$ cat config.mk
export PLATFORM = sky130hd
export DESIGN_NAME = rc4sc_key_ram
export DESIGN_NICKNAME = d
export VERILOG_FILES = /design/src/rtl/core/rc4_stream_cipher_assert.svh /design/src/rtl/core/rc4sc_pkg.sv /design/src/rtl/core/rc4sc_key_ram.sv
export SDC_FILE = /design/constraint.sdc
export NUM_CORES = 2
export LEC_CHECK = 0
export ABC_CLOCK_PERIOD_IN_PS = 5000
export BUFFER_PORTS_ARGS = -buffer_cell sky130_fd_sc_hd__buf_2
export CAP_MARGIN = 20
export CORE_MARGIN = 2
export CORE_UTILIZATION = 39
export CTS_BUF_LIST = sky130_fd_sc_hd__clkbuf_2 sky130_fd_sc_hd__clkbuf_4 sky130_fd_sc_hd__clkbuf_8
export CTS_CLUSTER_SIZE = 12
export DETAILED_ROUTE_END_ITERATION = 6
export HOLD_SLACK_MARGIN = 0.08
export SYNTH_ARGS = -nofsm -noshare
export SYNTH_HDL_FRONTEND = slang
export SYNTH_SLANG_ARGS = --single-unit
$ cat constraint.sdc
create_clock -name clk -period 5 [get_ports clk]
set_input_delay 0 -clock clk [delete_from_list [all_inputs] [get_ports clk]]
set_output_delay 0 -clock clk [all_outputs]
set_load 0.005 [all_outputs]
$ cat src/rtl/core/rc4_stream_cipher_assert.svh
// Assertion macros for the RC4 stream cipher RTL.
// No dependencies; included by the modules that carry checks.
`ifndef RC4_STREAM_CIPHER_ASSERT_SVH
`define RC4_STREAM_CIPHER_ASSERT_SVH
`ifndef SYNTHESIS
// same-cycle implication
`define RC4SC_ASSERT_NOW(lbl, clk, rst, ante, cons) \
  lbl: assert property (@(posedge clk) disable iff (rst) (ante) |-> (cons)) \
    else $error("rc4sc assertion failed");
// next-cycle implication
`define RC4SC_ASSERT_NEXT(lbl, clk, rst, ante, cons) \
  lbl: assert property (@(posedge clk) disable iff (rst) (ante) |=> (cons)) \
    else $error("rc4sc assertion failed");
`else
`define RC4SC_ASSERT_NOW(lbl, clk, rst, ante, cons)
`define RC4SC_ASSERT_NEXT(lbl, clk, rst, ante, cons)
`endif
`endif

$ cat src/rtl/core/rc4sc_pkg.sv
// Shared types and constants for the RC4 stream cipher.
// No dependencies.
package rc4sc_pkg;

  localparam int DEFAULT_MAX_KEY_BYTES = 256;
  localparam int LEN_W                 = 9;
  localparam logic [LEN_W-1:0] KEY_LENGTH_RESET = 9'd16;

  // function codes
  localparam logic [1:0] FUNC_KEY_WRITE = 2'd0;
  localparam logic [1:0] FUNC_SCHEDULE  = 2'd1;
  localparam logic [1:0] FUNC_DATA      = 2'd2;

  // permutation memory access, one write and two reads a cycle
  typedef struct packed {
    logic       we;
    logic [7:0] waddr;
    logic [7:0] wdata;
    logic [7:0] raddr0;
    logic [7:0] raddr1;
  } perm_req_t;

endpackage

$ cat src/rtl/core/rc4sc_key_ram.sv
// Key byte store: one write port, one registered read port.
// Depends on rc4sc_pkg for the default depth.
module rc4sc_key_ram #(
  parameter int DEPTH = rc4sc_pkg::DEFAULT_MAX_KEY_BYTES,
  parameter int AW    = (DEPTH > 1) ? $clog2(DEPTH) : 1
) (
  input  logic          clk,
  input  logic          we,
  input  logic [AW-1:0] waddr,
  input  logic [7:0]    wdata,
  input  logic [AW-1:0] raddr,
  output logic [7:0]    rdata
);

  logic [7:0] mem [DEPTH];

  always_ff @(posedge clk) begin
    if (we) begin
      mem[waddr] <= wdata;
    end
    rdata <= mem[raddr];
  end

endmodule

### After elaboration in Yosys (flattened, before gate mapping)

Memories as Yosys holds them, arrays and structs flattened. A register that Yosys moved wholly into a read port is not among the register bits.
Cells that the tools add are included.

| storage, ports and cells | value |
|---|---|
| register bits after elaboration | 0 |
| bits in writable memories | 2048 |
| output and inout port bits | 8 |
| memories kept | 1 |
| word-level logic and storage cells | 3 |

| operators by class | value |
|---|---|
| muxes and demuxes | 2 |

Memory list:

| name | words | width | rd ports | clocked after Yosys merged registers in | wr ports | line | text |
|---|---|---|---|---|---|---|---|
| mem | 256 | 8 | 1 | 1 | 1 | rc4sc_key_ram.sv:15 | `logic [7:0] mem [DEPTH];` |

Operators with widths:

| kind | count |
|---|---|
| $mux W1 | 2 |

### Logic depth before layout (Yosys ltp)

| logic depth | value |
|---|---|
| depth after elaboration | 2 |
| mapped depth | 11 |
| depth with buffers taken out | 6 |

### Least setup slack after synthesis

OpenSTA, ideal clock, no wires.

| timing path | value |
|---|---|
| kind | input-to-reg |
| start point | in raddr[0] |
| end point | reg rdata[2] (read register of mem) |
| setup slack | 3.062 ns |
| library setup time | 0.131 ns |
| data required time | 4.869 ns |
| stages | 9 |
| buffers on the path | 4 |
| data arrival time | 1.807 ns |
| cell sequence | buf_6 -> buf_12 -> buf_8 -> buf_2 -> mux4_2 -> a22oi_1 -> a21oi_1 -> nor4_1 -> nor4_2 |

RTL lines:

| what | line | text |
|---|---|---|
| from (decl) | rc4sc_key_ram.sv:11 | `input logic [AW-1:0] raddr,` |
| to (decl) | rc4sc_key_ram.sv:12 | `output logic [7:0] rdata` |

==> summary.txt <==
Clock network
  • Clk sinks: about 2100
  • Num CTS Buffers: between 300 and 400
  • Worst-path clk slew: 60 ps
  • Root buffer selected by CTS: clkbuf_8
  • Post CTS Setup Buffer Count: 0
  • Clock latency on the worst-skew pair: between 1000 and 1500 ps
  • CTS Buffer Depth: 4
  • CTS tree: yes
  • CTS H-tree depth: 5

Setup path
  • CP startpoint: raddr[4]
  • Worst path required time: 5870 ps
  • R2R cell count: 6
  • Reg2reg start: mem[25][5]
  • Worst path arrival time: 4070 ps
  • Worst-path fanout max: 14
  • Worst Setup End Kind: register
  • Crit start category: primary input
  • Critical path type: in2reg

Timing
  • Achievable Freq: about 310 MHz
  • Tmin final: 3200 ps
  • Fin Clk Skew: 73.5 ps
  • Final setup violation count: 0
  • Setup TNS: 0 ps
  • RSZ-0062 raised after global routing: false
  • Relative slew margins: 22.5%
  • Worst-margin pin slew: about 1200 ps
  • Final hold violation count: 0
  • Tcrit/Tclk final: a little under two thirds
  • Slew Limit Fails: 0

Logic synthesis
  • Synth unique cells: 55
  • Post-Syn Area per Cell: approximately 21 um2
  • Synthesized instance count: between 3000 and 4000
  • Most frequent cells after synthesis: edfxtp_1, mux4_2, nor2_1, mux2i_1, a22oi_1
  • Synth Warn #: 0
  • Main synth FF type: edfxtp_1
  • Post-Syn Area: about 80000 um2
  • Ranking of synthesized cells by area: edfxtp_1, mux4_2, mux2i_1
  • Seq/Total Area, Yosys: between 70 and 80%
  • Synthesized Nets: 3759
  • Cell taking the most area after synthesis: edfxtp_1
  • Count leader, synth: edfxtp_1
  • Top cell type's share of synthesized area: about 77%
  • Synth async-reset ratio: 0%
  • Register bit total from synthesis: about 2100
  • Number of synthesized flops with an enable pin: between 2000 and 2500

Global routing
  • Vias in the first global route: about 40000
  • Total congestion overflow: 0
  • Layer with the highest usage: met2
  • Met2 GRT Util: ~30%
  • Largest net degree at the start of global routing: approximately 150
  • Met3 Use GR: under 10%
  • First-pass GRT wire length: 288000 um
  • GRT Total Usage: 19.0%
  • Grt met1 use: a little over a quarter
  • Initial antenna violation count: 8

Min path
  • Hold Crit Depth: 2
  • Hold WC Path Type: in2reg
  • Hold wc startpoint: wdata[6]

Detailed routing
  • Iter 0 DRT Violations: roughly 4700
  • Vias per cell: roughly 5.7
  • Drt wl/cell: about 29 um
  • Total Wirelength: 200000 um
  • Pre-Repair DR Iteration Count: 6
  • Remaining antenna violation count: 0
  • Vias: a little under 40000
  • DRC viols: 0

Place
  • GP Congestion: 0.841
  • IO Port Bufs: 33
  • Placed cell count: 6310
  • HPWL after detailed placement: about 120000 um

Cells and area
  • Final std cells w/o fill: slightly below 7000
  • Fraction of layout cells with a size suffix above 1: roughly a quarter
  • # fillers: approximately 17000
  • Area Overhead vs Synth: 12.3%
  • Layout net count: 4036

Power and ir drop
  • Static leakage power: 27.5 nW
  • Maximum vdd drop: 0.267 mV
  • Pwr/cell area: between 300 and 400 nW/um2

Floorplanning
  • Total Die Area: ~210000 um2
  • Core ar.: 203000 um2
  • Die X: ~460 um
  • Die Y: around 460 um
  • Initial Util: 39.3%
  • I/O pin count: 34
  • Core Rows: around 170

Flow run
  • Max_cap viols: 0

Outcome
  • Status: finished, final reports clean
==> power by group <==
| group | internal (mW) | switching [mW] |
|---|---|---|
| registers | 19.0 | 0.0291 |
| clock network | 7.51 | 6.51 |
| logic | 0.587 | 1.14 |
| total | 27.1 | 7.68 |
==> worst paths after layout <==
kind / to / slack [ps]
min: mem[26][6] / 110
max: rdata[5] / 1800
min reg2reg: rdata[3] / 1060
max reg2reg: rdata[5] / 2100
==> metal layers <==
layer	vias to the layer above	wire length [um]
li1	16300	-
met1	20900	83800
met2	1745	96200
met3	372	15000
met4	2	5260
met5	-	12
==> cells in the final DEF, fill, tap and decap left out, types with 10 or more instances in the layout <==
cell,netlist,routed
o211ai_1,10,10
o21ai_0,10,10
clkbuf_8,0,357
nand3_1,34,31
nor2_1,282,279
nor4_1,24,23
buf_8,13,10
dlygate4sd3_1,0,25
buf_2,31,24
mux2i_1,134,134
clkinv_2,0,22
a211oi_1,16,16
edfxtp_1,2048,2048
nor3_1,22,22
a21oi_1,96,96
a221oi_1,13,13
buf_12,8,19
o221ai_1,46,46
buf_4,27,85
a22oi_1,133,133
nand2_1,33,33
mux4_2,454,454
clkbuf_4,0,108
nor2b_1,31,28
clkinv_1,1,81
o22ai_1,28,28
nand4_1,10,10
==> kinds of logic after synthesis <==
kind of cell / share of synthesized area [%]
DFF: 77.5
muxes: 14.6
and+or+nand+nor: 2.63
AOI/OAI and AO/OA: 3.42
buffers and inverters: 1.83
==> stage by stage <==
step	util [%]	power [mW]	cell area, um2	hold WS [ps]	worst slack (ps)
after floorplan	-	20.3	79600	98.9	3060
after global placement	40.9	21.1	82800	451	804
after detailed placement	40.9	21.1	82800	450	1400
after CTS	44.1	35.0	89300	84.7	2060
after global routing	44.1	35.8	89400	85.3	1950
final	44.1	34.8	89400	107	1800
==> layout make-up <==
cell class	count	area (um2)	share of cell area, %
sequential	2056	61700	69.0
multi-input combinational	1442	16500	18.5
clock buffer	465	5720	6.40
tap	2672	3340	3.74
timing repair buffer	165	1580	1.76
clock inverter	112	556	0.622
inverter	2	7.51	0.00840
antenna	3	7.51	0.00840
==> registers in the layout, indices dropped and copies added (netlist names) <==
name,cells
rdata,8
mem,2048
==> critical path, stage by stage <==
cell           delay [ps]
dlygate4sd3_1         530
buf_2                 560
buf_4                 410
nand2b_1              690
a211oi_1              120
a311oi_1              440
o221ai_1              380
a211oi_1              830
nor4_1                 80
==> what timing repair did <==
item	4_1_cts	5_1_grt
endpoints found under the hold margin	2394	128
gates resized for setup	0	0
hold buffers	23	2
Power figures use the tool's default switching activity.
