`src/rtl/core/rc4_stream_cipher_assert.svh`:
```
// Assertion macros for the RC4 stream cipher RTL.
// No dependencies; included by the modules that carry checks.
`ifndef RC4_STREAM_CIPHER_ASSERT_SVH
`define RC4_STREAM_CIPHER_ASSERT_SVH
`ifndef SYNTHESIS
// same-cycle implication
`define RC4SC_ASSERT_NOW(lbl, clk, rst, ante, cons) \
  lbl: assert property (@(posedge clk) disable iff (rst) (ante) |-> (cons)) \
    else $error("rc4sc assertion failed");
// next-cycle implication
`define RC4SC_ASSERT_NEXT(lbl, clk, rst, ante, cons) \
  lbl: assert property (@(posedge clk) disable iff (rst) (ante) |=> (cons)) \
    else $error("rc4sc assertion failed");
`else
`define RC4SC_ASSERT_NOW(lbl, clk, rst, ante, cons)
`define RC4SC_ASSERT_NEXT(lbl, clk, rst, ante, cons)
`endif
`endif

```
`src/rtl/core/rc4sc_pkg.sv`:
```
// Shared types and constants for the RC4 stream cipher.
// No dependencies.
package rc4sc_pkg;

  localparam int DEFAULT_MAX_KEY_BYTES = 256;
  localparam int LEN_W                 = 9;
  localparam logic [LEN_W-1:0] KEY_LENGTH_RESET = 9'd16;

  // function codes
  localparam logic [1:0] FUNC_KEY_WRITE = 2'd0;
  localparam logic [1:0] FUNC_SCHEDULE  = 2'd1;
  localparam logic [1:0] FUNC_DATA      = 2'd2;

  // permutation memory access, one write and two reads a cycle
  typedef struct packed {
    logic       we;
    logic [7:0] waddr;
    logic [7:0] wdata;
    logic [7:0] raddr0;
    logic [7:0] raddr1;
  } perm_req_t;

endpackage

```
`src/rtl/core/rc4sc_perm_ram.sv`:
```
// 256 x 8 permutation memory: one write port, two registered read ports.
// Depends on rc4sc_pkg (perm_req_t). Reads return the old word on a collision.
module rc4sc_perm_ram (
  input  logic                 clk,
  input  rc4sc_pkg::perm_req_t req,
  output logic [7:0]           rd0,
  output logic [7:0]           rd1
);

  logic [7:0] mem [256];

  always_ff @(posedge clk) begin
    if (req.we) begin
      mem[req.waddr] <= req.wdata;
    end
    rd0 <= mem[req.raddr0];
    rd1 <= mem[req.raddr1];
  end

endmodule

```
`config.mk`:
```
export PLATFORM = sky130hd
export DESIGN_NAME = rc4sc_perm_ram
export DESIGN_NICKNAME = d
export VERILOG_FILES = /design/src/rtl/core/rc4_stream_cipher_assert.svh /design/src/rtl/core/rc4sc_pkg.sv /design/src/rtl/core/rc4sc_perm_ram.sv
export SDC_FILE = /design/constraint.sdc
export NUM_CORES = 2
export LEC_CHECK = 0
export BUFFER_PORTS_ARGS = -buffer_cell sky130_fd_sc_hd__buf_2
export CORE_MARGIN = 3
export CORE_UTILIZATION = 55
export CTS_CLUSTER_DIAMETER = 40
export DETAILED_ROUTE_END_ITERATION = 12
export PLACE_DENSITY = 0.8
export SLEW_MARGIN = 30
export SYNTH_ARGS = -nofsm -noshare
export SYNTH_HDL_FRONTEND = slang
export SYNTH_SLANG_ARGS = --single-unit
```
`constraint.sdc`:
```
create_clock -name clk -period 2.83 [get_ports clk]
set_input_delay 0.4245 -clock clk [delete_from_list [all_inputs] [get_ports clk]]
set_output_delay 0.4245 -clock clk [all_outputs]
set_load 0.02 [all_outputs]
```
# --- Yosys cells after proc, flatten, opt, wreduce, memory -nomap -nowiden ---
# Memories as Yosys holds them, arrays and structs flattened. A register that Yosys moved wholly into a read port is not among the register bits.
# Index checks and enable logic that the tools add are counted.
# Widths: inputs -> output; s select.
totals:
  regBits: 0
  latch_bits: 0
  ramBits: 2048
  romBits: 0
  inputBits: 34
  output_inout_bits: 16
  word_cells: 3
  memories: 1
mem_list:
  columns: ["memory", "words", "width", "rd", "rd_ports_with_merged_regs", "write_ports", "line_no", "source"]
  rows:
  - ["mem", 256, 8, 2, 2, 1, "rc4sc_perm_ram.sv:10", "logic [7:0] mem [256];"]
op_classes:
  n_addsub: 0
  n_mul: 0
  div: 0
  order_cmp: 0
  eq_ne: 0
  shift: 0
  mux: 2
  n_bitwise: 0
  n_reduce_logical: 0
op_table:
  columns: ["op", "n"]
  rows:
  - ["$mux 1", 2]

# --- Depth between registers and ports, before layout ---
depth:
  ltp_word: 2
  mapped_depth: 12
  mapped_depth_nobuf: 6

# --- Worst setup path after synthesis ---
# OpenSTA, ideal clock, no wires.
synth_timing:
  path_kind: "in2reg"
  start: "input port req[0] (netlist name)"
  end: "register rd1[0], read port of mem"
  setup_ps: 140
  arrival_ps: 2326
  t_required_ps: 2690
  setup_slack_ps: 365
  path_stages: 9
  path_buffers: 3
  path_cell_list: "buf_4 -> buf_6 -> buf_2 -> mux4_2 -> mux4_2 -> nand2_1 -> a21oi_1 -> a21oi_1 -> a221oi_2"
synth_lines:
  columns: ["element", "line_no", "source"]
  rows:
  - ["from (decl)", "rc4sc_perm_ram.sv:5", "input rc4sc_pkg::perm_req_t req,"]
  - ["to (decl)", "rc4sc_perm_ram.sv:7", "output logic [7:0] rd1"]

==> flow_metrics.tcl <==
set metrics [dict create \
    intPower_uw 57800 \
    max-vdd-ir-drop_uv 560 \
    slew_headroom_pct 27.0 \
    end_kind "flip-flop" \
    grt_pass1_wl_mm 448 \
    synthFlopType "edfxtp_1" \
    dieArea_mm2 0.181 \
    port_buffers 49 \
    syn_inst 4847 \
    p_per_area_mw_per_mm2 654 \
    whs_endpoint "mem[152][3]" \
    synth_top_area_cell "edfxtp_1" \
    rr_worst_depth 7 \
    synthToLayoutAreaGrowth_pct 18.8 \
    critical_path_class "reg -> reg" \
    cts_htree_levels 5 \
    final.min_clock_period_ns 2.86 \
    final_cell_area_mm2 0.115 \
    route.vias.total 61200 \
    gr-total-overflow 0 \
    cp_max_fo 2 \
    final_layout_size_suffix_gt1_share_pct 42.8 \
    skew_ns 0.0664 \
    outcome "complete, but fails checks" \
    wl_mm 314 \
    yosysMostFrequentCell "edfxtp_1" \
    grt_max_degree 125 \
    track_usage_pct 35.0 \
    die_h_um 426 \
    place_congestion 0.989 \
    ys_types 65 \
    power_frac_seq_pct 44.9 \
    leakage_uw 0.0383 \
    synth.avg_cell_area_um2 20.0 \
    coreArea_mm2 0.175 \
    grt_pass1_vias 62200 \
    ys_async_sr_fraction_pct 0 \
    cts_buffers 283 \
    p_switching_uw 17500 \
    grt_setup_unrepaired "no" \
    synthTopCellsByCount "edfxtp_1, mux4_2, nor2_1, mux2i_1, clkbuf_1" \
    insertion_delay_ns 0.94 \
    nets 5760 \
    dpl_worst_slack_ns -0.995 \
    wl_per_cell_um 38.0 \
    critPathRequiredTime_ns 3.62 \
    hp-start "req[19]" \
    ant_nets 0 \
    ys_seq_area_share_pct 63.7 \
    synth_edf_count 2048 \
    hold_depth 1 \
    fmax_ghz 0.350 \
    fin_ws_ns -0.0264 \
    setup_viol 3 \
    timing.rr.start "mem[231][4]" \
    dr.first_iter.drc_count 10600 \
    clkTransAtPathRegs_ns 0.06 \
    io_pins 50 \
    slew_viol_final 0 \
    place_area_mm2 0.106 \
    hold_class "in -> reg" \
    period_share_pct 101 \
    yosysWarnings 0 \
    cts_tree "built" \
    start_util_pct 55.5 \
    netlist_area_mm2 0.0970 \
    critPathLaunchType "flip-flop" \
    vias_per_cell 7.40 \
    rows 153 \
    syn_nets 4881 \
    cts_root_buf "clkbuf_16" \
    worst_pin_slew_ns 1.09 \
    dr.pass1.iters 7 \
    synthTopCellsByArea "edfxtp_1, mux4_2, mux2i_1, nor2_1, o221ai_1" \
    drv_cap 0 \
    clock_path_buffers 4 \
    clockPowerShare_pct 46.3 \
    arrival_ns 3.65 \
    switching_share_pct 23.3 \
    cts_setup_buffers 0 \
    drcViolationCount 0 \
    ys_seq_elements 2064 \
    combPwrFrac_pct 8.8 \
    die_x_um 426 \
    clock-sinks 2064 \
    grt_antenna_before_repair 15 \
    hold_slack_ns 0.0497 \
    regToRegSetupSlack_ns -0.03 \
    yosys.area.top_type_share_pct 63.4 \
    hold_viol_final 0 \
    violations "negative setup slack" \
    reg2reg_to "rd0[4]" \
    place_hpwl_mm 207 \
]
-- state kept, by name (all words and copies together), names as in the netlist --
register / flops
rd0: 8
mem: 2048
rd1: 8
-- layout by cell type, fill, tap and decap left out, types with 11 or more instances in the layout --
cell type      n
o211ai_1      13
nand4_1       13
clkinv_4      29
bufinv_16     28
nand3_1       52
a211oi_1      26
clkbuf_1      29
inv_6         25
mux2_2        38
dfxtp_1       16
nor2b_1       26
clkinv_2      35
clkinv_1      28
clkinvlp_4    17
a22o_1        22
a21oi_1       79
mux2i_1      236
nor3_1        20
a22oi_1       62
clkbuf_8      11
clkbuf_16    287
a221oi_1      30
o21ai_0       34
buf_2         32
o22ai_1       47
mux4_2      1051
nand2_1      114
o221ai_1      65
edfxtp_1    2048
buf_4        839
buf_12       102
and2_1        12
nor2_1       298
diode_2       16
-- worst max path at each step --
| stage | slack [ns] | startpoint | cells after the start | to |
|---|---|---|---|---|
| global route | 0.02 | mem[231][4] | 7 | rd0[4] |
| CTS | 0.03 | mem[231][4] | 7 | rd0[4] |
| global placement | -1.40 | req[8] | 9 | rd0[4] |
| detailed placement | -1.0 | req[8] | 9 | rd0[4] |
| floorplan | 0.36 | req[0] | 9 | rd1[0] |
| finish | -0.03 | mem[231][4] | 7 | rd0[4] |
-- repair_timing --
action / in CTS / in global routing
cloned: 0 / 0
pin swaps: 0 / 0
resized for setup: 3 / 3
setup endpoints to repair: 2 / 3
hold buffers: 1 / 0
hold endpoints to repair: 4 / 0
-- routing by layer --
metal,track usage [%],part of all wire [%]
met1,44.3,31
met2,53.0,46
met3,11.7,16
met4,20.5,7.4
met5,0,0.025
-- stage by stage --
step | instances | total power, uW | setup TNS [ns] | util (%)
after global routing | 8260 | 76800 | 0 | 66.0
after global placement | 7765 | 40600 | -7.83 | 60.7
after detailed placement | 7765 | 40800 | -7.26 | 60.7
after CTS | 8250 | 75200 | 0 | 65.9
final | 8266 | 75300 | -0.0406 | 66.0
after floorplan | 4847 | 37800 | 0 | -
-- critical path, stage by stage (launching register included) --
cell and delay [ns]:
edfxtp_1 0.42, mux4_2 0.47, mux4_2 0.53, nand2_1 0.35, o31ai_2 0.30, a211oi_2 0.34
buf_4 0.22, nor4_1 0.06
-- power groups by stage --
| stage | Sequential (uW) | Combinational, uW | Clock, uW |
|---|---|---|---|
| floorplan | 34400 | 3330 | 0 |
| global placement | 34500 | 6170 | 0 |
| CTS | 33800 | 6360 | 35000 |
| detailed placement | 34500 | 6280 | 0 |
| global route | 33800 | 6700 | 36300 |
| finish | 33900 | 6600 | 34900 |
-- cells by family (layout without fill, tap and decap cells) --
kind of cell / count (synthesis) / in the layout / synth area share, %
flip-flops: 2064 / 2064 / 63.7
AND/OR/NAND/NOR: 591 / 591 / 2.70
buffers and inverters: 401 / 1479 / 2.73
AO/OA/AOI/OAI: 466 / 466 / 3.54
multiplexers: 1325 / 1325 / 27.3
other: 0 / 16 / 0
-- final cells by class --
type,count,area [um2]
antenna,16,40.0
clock buffer,318,7320
tap,2325,2910
clock inverter,166,1790
sequential,2064,61800
timing repair buffer,989,8720
fill,10800,59400
inverter,6,26.3
multi-input combinational,2382,32600
Note: power is estimated with default switching activity, not from simulation.
