[src/rtl/core/rc4_stream_cipher_assert.svh]
// Assertion macros for the RC4 stream cipher RTL.
// No dependencies; included by the modules that carry checks.
`ifndef RC4_STREAM_CIPHER_ASSERT_SVH
`define RC4_STREAM_CIPHER_ASSERT_SVH
`ifndef SYNTHESIS
// same-cycle implication
`define RC4SC_ASSERT_NOW(lbl, clk, rst, ante, cons) \
  lbl: assert property (@(posedge clk) disable iff (rst) (ante) |-> (cons)) \
    else $error("rc4sc assertion failed");
// next-cycle implication
`define RC4SC_ASSERT_NEXT(lbl, clk, rst, ante, cons) \
  lbl: assert property (@(posedge clk) disable iff (rst) (ante) |=> (cons)) \
    else $error("rc4sc assertion failed");
`else
`define RC4SC_ASSERT_NOW(lbl, clk, rst, ante, cons)
`define RC4SC_ASSERT_NEXT(lbl, clk, rst, ante, cons)
`endif
`endif

[src/rtl/core/rc4sc_pkg.sv]
// Shared types and constants for the RC4 stream cipher.
// No dependencies.
package rc4sc_pkg;

  localparam int DEFAULT_MAX_KEY_BYTES = 256;
  localparam int LEN_W                 = 9;
  localparam logic [LEN_W-1:0] KEY_LENGTH_RESET = 9'd16;

  // function codes
  localparam logic [1:0] FUNC_KEY_WRITE = 2'd0;
  localparam logic [1:0] FUNC_SCHEDULE  = 2'd1;
  localparam logic [1:0] FUNC_DATA      = 2'd2;

  // permutation memory access, one write and two reads a cycle
  typedef struct packed {
    logic       we;
    logic [7:0] waddr;
    logic [7:0] wdata;
    logic [7:0] raddr0;
    logic [7:0] raddr1;
  } perm_req_t;

endpackage

[src/rtl/core/rc4sc_ctrl.sv]
// Sequencer for key schedule and keystream steps; drives both memories.
// Depends on rc4sc_pkg and rc4_stream_cipher_assert.svh.
`include "rc4_stream_cipher_assert.svh"
module rc4sc_ctrl #(
  parameter int MAX_KEY_BYTES = rc4sc_pkg::DEFAULT_MAX_KEY_BYTES,
  parameter int KIDX_W        = (MAX_KEY_BYTES > 1) ? $clog2(MAX_KEY_BYTES) : 1
) (
  input  logic                          clk,
  input  logic                          rst,
  input  logic                          start,
  input  logic [1:0]                    func,
  input  logic [7:0]                    data_byte,
  input  logic [rc4sc_pkg::LEN_W-1:0]   key_last,
  input  logic [7:0]                    perm_rd0,
  input  logic [7:0]                    perm_rd1,
  input  logic [7:0]                    key_rd,
  output rc4sc_pkg::perm_req_t          perm_req,
  output logic [KIDX_W-1:0]             key_raddr,
  output logic                          busy,
  output logic [7:0]                    out_byte,
  output logic                          out_valid
);

  typedef enum logic [3:0] {
    IDLE,
    INIT,
    KS_RD_I,
    KS_RD_J,
    KS_WR_I,
    KS_WR_J,
    DS_RD_I,
    DS_RD_J,
    DS_WR_I,
    DS_WR_J
  } state_t;

  state_t            state;
  logic [7:0]        i;
  logic [7:0]        j;
  logic [7:0]        n;
  logic [KIDX_W-1:0] k;
  logic [7:0]        si;
  logic [7:0]        sj;
  logic [7:0]        t;
  logic [7:0]        data;
  logic [7:0]        j_next;
  logic [7:0]        ks;
  logic              accept;

  assign busy      = (state != IDLE);
  assign accept    = start && !busy;
  assign key_raddr = k;

  // j update: key byte only joins in during the schedule
  assign j_next = j + perm_rd0 + ((state == KS_RD_J) ? key_rd : 8'd0);

  // S[t] was read before S[i], S[j] were rewritten: forward (j wins)
  assign ks = (t == j) ? si : ((t == i) ? sj : perm_rd0);

  always_comb begin
    perm_req = '0;
    unique case (state)
      INIT: begin
        perm_req.we    = 1'b1;
        perm_req.waddr = n;
        perm_req.wdata = n;
      end
      KS_RD_I: perm_req.raddr0 = n;
      KS_RD_J: perm_req.raddr1 = j_next;
      KS_WR_I: begin
        perm_req.we    = 1'b1;
        perm_req.waddr = n;
        perm_req.wdata = perm_rd1;
      end
      KS_WR_J: begin
        perm_req.we    = 1'b1;
        perm_req.waddr = j;
        perm_req.wdata = si;
      end
      DS_RD_I: perm_req.raddr0 = i;
      DS_RD_J: perm_req.raddr1 = j_next;
      DS_WR_I: begin
        perm_req.we     = 1'b1;
        perm_req.waddr  = i;
        perm_req.wdata  = perm_rd1;
        perm_req.raddr0 = si + perm_rd1;
      end
      DS_WR_J: begin
        perm_req.we    = 1'b1;
        perm_req.waddr = j;
        perm_req.wdata = si;
      end
      default: perm_req = '0;
    endcase
  end

  always_ff @(posedge clk) begin
    if (rst) begin
      state     <= IDLE;
      i         <= '0;
      j         <= '0;
      n         <= '0;
      k         <= '0;
      out_valid <= 1'b0;
    end else begin
      out_valid <= 1'b0;
      unique case (state)
        IDLE: begin
          if (accept && func == rc4sc_pkg::FUNC_SCHEDULE) begin
            n     <= '0;
            state <= INIT;
          end else if (accept && func == rc4sc_pkg::FUNC_DATA) begin
            i     <= i + 8'd1;
            data  <= data_byte;
            state <= DS_RD_I;
          end
        end
        INIT: begin
          n <= n + 8'd1;
          if (&n) begin
            j     <= '0;
            k     <= '0;
            state <= KS_RD_I;
          end
        end
        KS_RD_I: state <= KS_RD_J;
        KS_RD_J: begin
          si <= perm_rd0;
          j  <= j_next;
          if ({{(rc4sc_pkg::LEN_W-KIDX_W){1'b0}}, k} == key_last) begin
            k <= '0;
          end else begin
            k <= k + 1'b1;
          end
          state <= KS_WR_I;
        end
        KS_WR_I: state <= KS_WR_J;
        KS_WR_J: begin
          n <= n + 8'd1;
          if (&n) begin
            i     <= '0;
            j     <= '0;
            state <= IDLE;
          end else begin
            state <= KS_RD_I;
          end
        end
        DS_RD_I: state <= DS_RD_J;
        DS_RD_J: begin
          si    <= perm_rd0;
          j     <= j_next;
          state <= DS_WR_I;
        end
        DS_WR_I: begin
          sj    <= perm_rd1;
          t     <= si + perm_rd1;
          state <= DS_WR_J;
        end
        DS_WR_J: begin
          out_byte  <= data ^ ks;
          out_valid <= 1'b1;
          state     <= IDLE;
        end
        default: state <= IDLE;
      endcase
    end
  end

  `RC4SC_ASSERT_NOW(a_strobe_idle, clk, rst, out_valid, state == IDLE)
  `RC4SC_ASSERT_NEXT(a_data_gives_word, clk, rst, state == DS_WR_J, out_valid)
  `RC4SC_ASSERT_NEXT(a_data_step_i, clk, rst, accept && func == rc4sc_pkg::FUNC_DATA,
                     state == DS_RD_I && i == 8'($past(i) + 8'd1))
  `RC4SC_ASSERT_NEXT(a_sched_clears_idx, clk, rst, state == KS_WR_J && n == 8'hFF,
                     i == 8'd0 && j == 8'd0 && state == IDLE)
  `RC4SC_ASSERT_NOW(a_key_idx_range, clk, rst, state == KS_RD_I || state == KS_RD_J,
                    {{(rc4sc_pkg::LEN_W-KIDX_W){1'b0}}, k} <= key_last)

endmodule

[config.mk]
export PLATFORM = sky130hd
export DESIGN_NAME = rc4sc_ctrl
export DESIGN_NICKNAME = d
export VERILOG_FILES = /design/src/rtl/core/rc4sc_pkg.sv /design/src/rtl/core/rc4sc_ctrl.sv
export VERILOG_INCLUDE_DIRS = /design/src /design/src/rtl/core
export SDC_FILE = /design/constraint.sdc
export NUM_CORES = 1
export LEC_CHECK = 0
export ABC_CLOCK_PERIOD_IN_PS = 8800
export BUFFER_PORTS_ARGS = -buffer_cell sky130_fd_sc_hd__buf_4
export CAP_MARGIN = 20
export CELL_PAD_IN_SITES_DETAIL_PLACEMENT = 0
export CELL_PAD_IN_SITES_GLOBAL_PLACEMENT = 1
export CORE_MARGIN = 1.5
export CORE_UTILIZATION = 46
export CTS_CLUSTER_DIAMETER = 40
export DETAILED_ROUTE_END_ITERATION = 10
export GPL_ROUTABILITY_DRIVEN = 0
export PLACE_DENSITY = 0.95
export SLEW_MARGIN = 0
export SYNTH_ARGS = -nofsm -noshare
export SYNTH_HDL_FRONTEND = slang
export SYNTH_SLANG_ARGS = --single-unit
[constraint.sdc]
create_clock -name clk -period 8.8 [get_ports clk]
set_clock_uncertainty 0.15 [all_clocks]
set_input_delay 0 -clock clk [delete_from_list [all_inputs] [get_ports clk]]
set_output_delay 0 -clock clk [all_outputs]
set_load 0.005 [all_outputs]
; After elaboration in Yosys (flattened, before gate mapping)
; Cells that the tools add are included.
[word_totals]
out_inout_bits = 51
memories = 0
ff_bits = 77
ramBits = 0
input_bits = 46
elab_cells = 85
rom_bits = 0
latch_bits = 0
[op_classes]
n_reduce_logical = 23
muxes = 21
order_cmp = 0
eq_ne = 21
shifts = 0
bitwise = 3
div_mod_pow = 0
multipliers = 0
add_sub_neg = 6
[ops]
columns = op, n
row1 = two-way mux 8 bit, 9
row2 = case mux 17 bit (4 select lines), 1
row3 = case mux 8 bit (2 select lines), 4
row4 = case mux 4 bit (9 select lines), 1
row5 = adder 8 x 1 -> 8 bit (second input constant), 3
row6 = adder 8 bit, 3
row7 = case mux 8 bit (3 select lines), 1
row8 = equality test 4 x 3 -> 1 bit (second input constant), 4
row9 = equality test 8 bit, 2
row10 = AND reduction 2 bit, 7
row11 = two-way mux 4 bit, 3
row12 = inequality test 2 bit (second input constant), 5
row13 = equality test 8 x 9 -> 1 bit, 1
row14 = equality test 4 x 2 -> 1 bit (second input constant), 2
row15 = equality test 4 bit (second input constant), 2
row16 = AND reduction 4 bit, 2
row17 = AND reduction 8 bit, 1
row18 = nonzero test 2 bit, 4
row19 = XOR 8 bit, 1
row20 = OR reduction 2 bit, 3
row21 = equality test 4 x 1 -> 1 bit (second input constant), 1
row22 = logical NOT 4 bit, 1
row23 = nonzero test 4 bit, 1
row24 = logical AND 1 bit, 3
row25 = other kinds (8), 9

; Logic depth before layout (Yosys ltp)
[depth]
depth_word = 7
depth_mapped = 14
mapped_depth_nobuf = 13

; Worst setup path before layout
; OpenSTA, ideal clock, no wires.
[synth_timing]
path_kind = register to register
startpoint = register state[1]
endpoint = register j[7]
t_arrival_ns = 2.733
path_stages_with_launch = 15
path_buffers = 1
period_less_slack_ns = 3.004
t_required_ns = 8.529
setup_time_ns = 0.121
setup_slack_ns = 5.796
cell_sequence = dfxtp_1 buf_4 nand2_2 nor3_4 and2_1 fa_1 ha_1 inv_1 fa_1 nor2b_1 o31ai_1 nand2b_1 a21oi_1 xnor2_1 o21ai_1
[synth_between]
elab_chain_len = 4
elab_cells_between_ends = 12
cone_classes = add/sub: 1 / eq/ne: 5 / mux: 2 / reduce/logical: 4
[synth_lines]
columns = item, line_no
row1 = "start, declared", rc4sc_ctrl.sv:37  ; state_t state;
row2 = "start signal, assigned", rc4sc_ctrl.sv:99  ; state <= IDLE;
row3 = "start signal, assigned", rc4sc_ctrl.sv:111  ; state <= INIT;
row4 = "start signal, assigned", rc4sc_ctrl.sv:115  ; state <= DS_RD_I;
row5 = equality test 4 x 2 -> 1 bit (tied with other cells), "rc4sc_ctrl.sv:55, rc4sc_ctrl.sv:107"
row6 = two-way mux 8 bit or OR reduction 2 bit (tied branches), --
row7 = adder 8 bit (tied with other cells), rc4sc_ctrl.sv:55  ; assign j_next = j + perm_rd0 + ((state == KS_RD_J) ? key_rd : 8'd0);
row8 = case mux 8 bit (2 select lines) or AND reduction 2 bit (tied branches), --
row9 = "end signal, assigned", rc4sc_ctrl.sv:129  ; j <= j_next;
row10 = "end signal, assigned", rc4sc_ctrl.sv:151  ; j <= j_next;
row11 = "end, declared", rc4sc_ctrl.sv:39  ; logic [7:0] j;
; Several ways; a longest one is shown, not always the timed one.
; A chain may end at the register's enable or synchronous reset.

==> reports/metrics.yaml <==
peakVddDrop_mv: 0.0939
grt_remaining_overflow: 0
dr.pass1.iters: 7
start_util: 0.475
r2r_setup_slack_ns: 5.40
routedWlPerCell_um: 17.7
hold_path.class: "input port to flop"
clockPowerShare: 0.248
portBuffers: 96
ys.flop_type: "edfxtp_1"
ff2ff_path_depth: 13
whs_endpoint: "key_raddr[1]"
arrival_ns: 3.58
cts_buffers: 9
p_total_mw: 0.967
vias_per_cell: 5.46
synth_edf_count: 40
tns_ns: 0
p_int_mw: 0.638
first_iter_violations: 205
grt_max_degree: 24
holdWs_ns: 0.00715
synth_mux_area_frac: 0.0556
crit_path_top_delay_cell: "dfxtp_1"
synth_xor_area_frac: 0.115
fin_cells: 722
layout_common_cells: "buf_4, nor2_1, nand2_1, edfxtp_1, dfxtp_1"
power.density_nw_per_um2: 163
hold_depth: 5
reg2reg_from: "state[1]"
clk_latency_ns: 0.36
criticalPathCategory: "flop to output port"
grt_usage: 0.244
max_stage_delay_ns: 0.66
path_cells: "nand2_2, nor3_4, and2_1, fa_1, ha_1, inv_1, fa_1, nor2b_1, o31ai_1, nand2b_1, a21oi_1, xnor2_1, nor2_1, buf_4"
die_w_um: 104
r2r-end: "j[7]"
cts_resized: 0
cts-htree-levels: 3
coreArea_um2: 9820
syn_inst: 460
grt_pass1_wl_um: 20400
area_delta_synth_final_pct: 27.7
tightestPinTransition_ns: 1.10
synthDistinctLibCells: 60
met2_usage: 0.405
postRouteAntennaNets: 0
critPathLaunchType: "flop"
n_antenna_cell: 0
synth_nets: 531
drc: 0
p_leak_nw: 2.54
use_met3: 0.0352
synth_top_family_by_area: "simple AND/OR/NAND/NOR gates"
ys_ff_latch: 77
ys_warn_count: 0
top_usage_layer: "met2"
p_sw_frac: 0.341
critPathBufInv: 2
nNetsFinal: 655
die-area_um2: 10700
num_rows: 36
crit_path_end_kind: "output port"
synthSimpleGateAreaFrac: 0.175
cts_setup_buffers: 0
io_pins: 97
critPathMostFrequentCell: "fa_1"
critPathRequiredTime_ns: 8.65
cts.sinks: 77
hold_start: "key_last[8]"
crit_fanout: 13
async_flop_share: 0
status: "finished clean"
power_switching_mw: 0.330
grt_pass1_vias: 3881
cp_top_family: "simple AND/OR/NAND/NOR gates"
drv_slew: 0
drive_gt1_frac: 0.234
p_seq_frac: 0.444
yosysSeqAreaShare: 0.417
drv_cap: 0
fill_cells: 846
synth_area_per_cell_um2: 10.1
post-route-util: 0.606
wl_um: 12800
rsz0062_at_grt: "false"
min_period_over_period: 0.424
dp.final_hpwl_um: 9450
clockBufferDepth: 2
cts-root-buf: "clkbuf_8"
final-hold-violation-count: 0
post-place-cells: 678
path_clk_slew_ns: 0.09
use_met1: 0.319
vias: 3943
slew_headroom: 0.262
finalCriticalPeriod_ns: 3.73
synth_area_um2: 4660
fmax_ghz: 0.268
comb_power_share: 0.308
synth-compound-area-share: 0.120
antenna_found_initial: 0
final_common_cell: "buf_4"
synth-adder-area-share: 0.0816
die_h_um: 104
setup_viol: 0
cts_tree: "done"
[repair_timing]
action | 4_1_cts | 5_1_grt
hold endpoints to repair | 45 | 0
endpoints found under the setup margin | 0 | 0
hold buffers | 27 | 0
[registers in the layout (all words and copies together), names as in the netlist]
signal / cells
data: 8
si: 8
key_raddr: 8
j: 8
t: 8
i: 8
state: 4
out_valid: 1
out_byte: 8
n: 8
sj: 8
[metrics by stage]
stage	setup WS, ns	cell area [um^2]
final	5.07	5950
after global routing	4.86	5950
after CTS	4.82	5920
after detailed placement	5.17	5480
after global placement	5.33	5480
after floorplan	5.80	4660
[how the worst max path moves through the flow]
stage / start / end / slack, ns / cells after the start
final: state[1] / perm_req[7] / 5.07 / 14
after global routing: state[1] / perm_req[7] / 4.86 / 14
after CTS: state[2] / perm_req[7] / 4.82 / 13
after detailed placement: state[2] / j[7] / 5.17 / 12
after global placement: state[2] / j[7] / 5.33 / 12
after floorplan: state[1] / j[7] / 5.80 / 14
[Yosys cell counts (3+ instances only)]
library cell | count | share of area
a22oi_1 | 10 | 0.016
inv_1 | 22 | 0.018
nand2_1 | 40 | 0.032
o21ai_0 | 14 | 0.015
nor4_1 | 3 | 0.0040
nand3_1 | 11 | 0.012
nor2_1 | 44 | 0.035
xnor2_1 | 27 | 0.051
and3_1 | 5 | 0.0067
nand2b_1 | 6 | 0.0081
mux2i_1 | 18 | 0.039
nor2b_1 | 10 | 0.013
ha_1 | 16 | 0.043
edfxtp_1 | 40 | 0.26
o31ai_1 | 3 | 0.0048
o21ai_1 | 6 | 0.0064
buf_4 | 5 | 0.0081
mux2_2 | 7 | 0.017
dfxtp_1 | 37 | 0.16
a222oi_1 | 8 | 0.017
fa_1 | 9 | 0.039
a21oi_1 | 16 | 0.017
and2_1 | 11 | 0.015
nor3_1 | 8 | 0.0086
buf_2 | 4 | 0.0043
xor2_1 | 34 | 0.064
o21a_1 | 4 | 0.0064
[worst reg2reg max path, stage by stage (launching register included)]
cell,delay [ns]
dfxtp_1,0.66
nand2_2,0.15
nor3_4,0.36
and2_1,0.21
fa_1,0.41
ha_1,0.23
inv_1,0.07
fa_1,0.18
nor2b_1,0.08
o31ai_1,0.25
nand2b_1,0.09
a21oi_1,0.18
xnor2_1,0.17
o21ai_1,0.11
[layout make-up]
| type | instances | area, um^2 | share of cell area |
|---|---|---|---|
| Timing Repair Buffer | 127 | 1040 | 0.175 |
| Inverter | 22 | 82.6 | 0.0139 |
| Clock inverter | 6 | 40.0 | 0.00673 |
| Multi-Input combinational cell | 347 | 2550 | 0.429 |
| Clock buffer | 10 | 128 | 0.0215 |
| Sequential cell | 77 | 1940 | 0.326 |
| Tap cell | 133 | 166 | 0.0280 |
[metal layers]
layer  up-vias  routed length (um)
li1       1891                   -
met1      1854                5540
met2       171                6120
met3        27                 784
met4         0                 364
met5         -                   0
[power by group through the flow]
stage | clock, mW | sequential [mW] | combinational, mW
finish | 0.240 | 0.429 | 0.298
global route | 0.254 | 0.432 | 0.328
CTS | 0.238 | 0.439 | 0.276
detailed placement | 0 | 0.447 | 0.264
global placement | 0 | 0.446 | 0.257
floorplan | 0 | 0.420 | 0.193
[kinds of logic after synthesis]
kind of cell / Yosys count
compound gates: 79
fa+ha+maj: 25
buf+inv: 36
mux: 25
flops: 77
xor+xnor: 61
simple gates: 157
No activity file was read; power rests on OpenSTA's default activity.
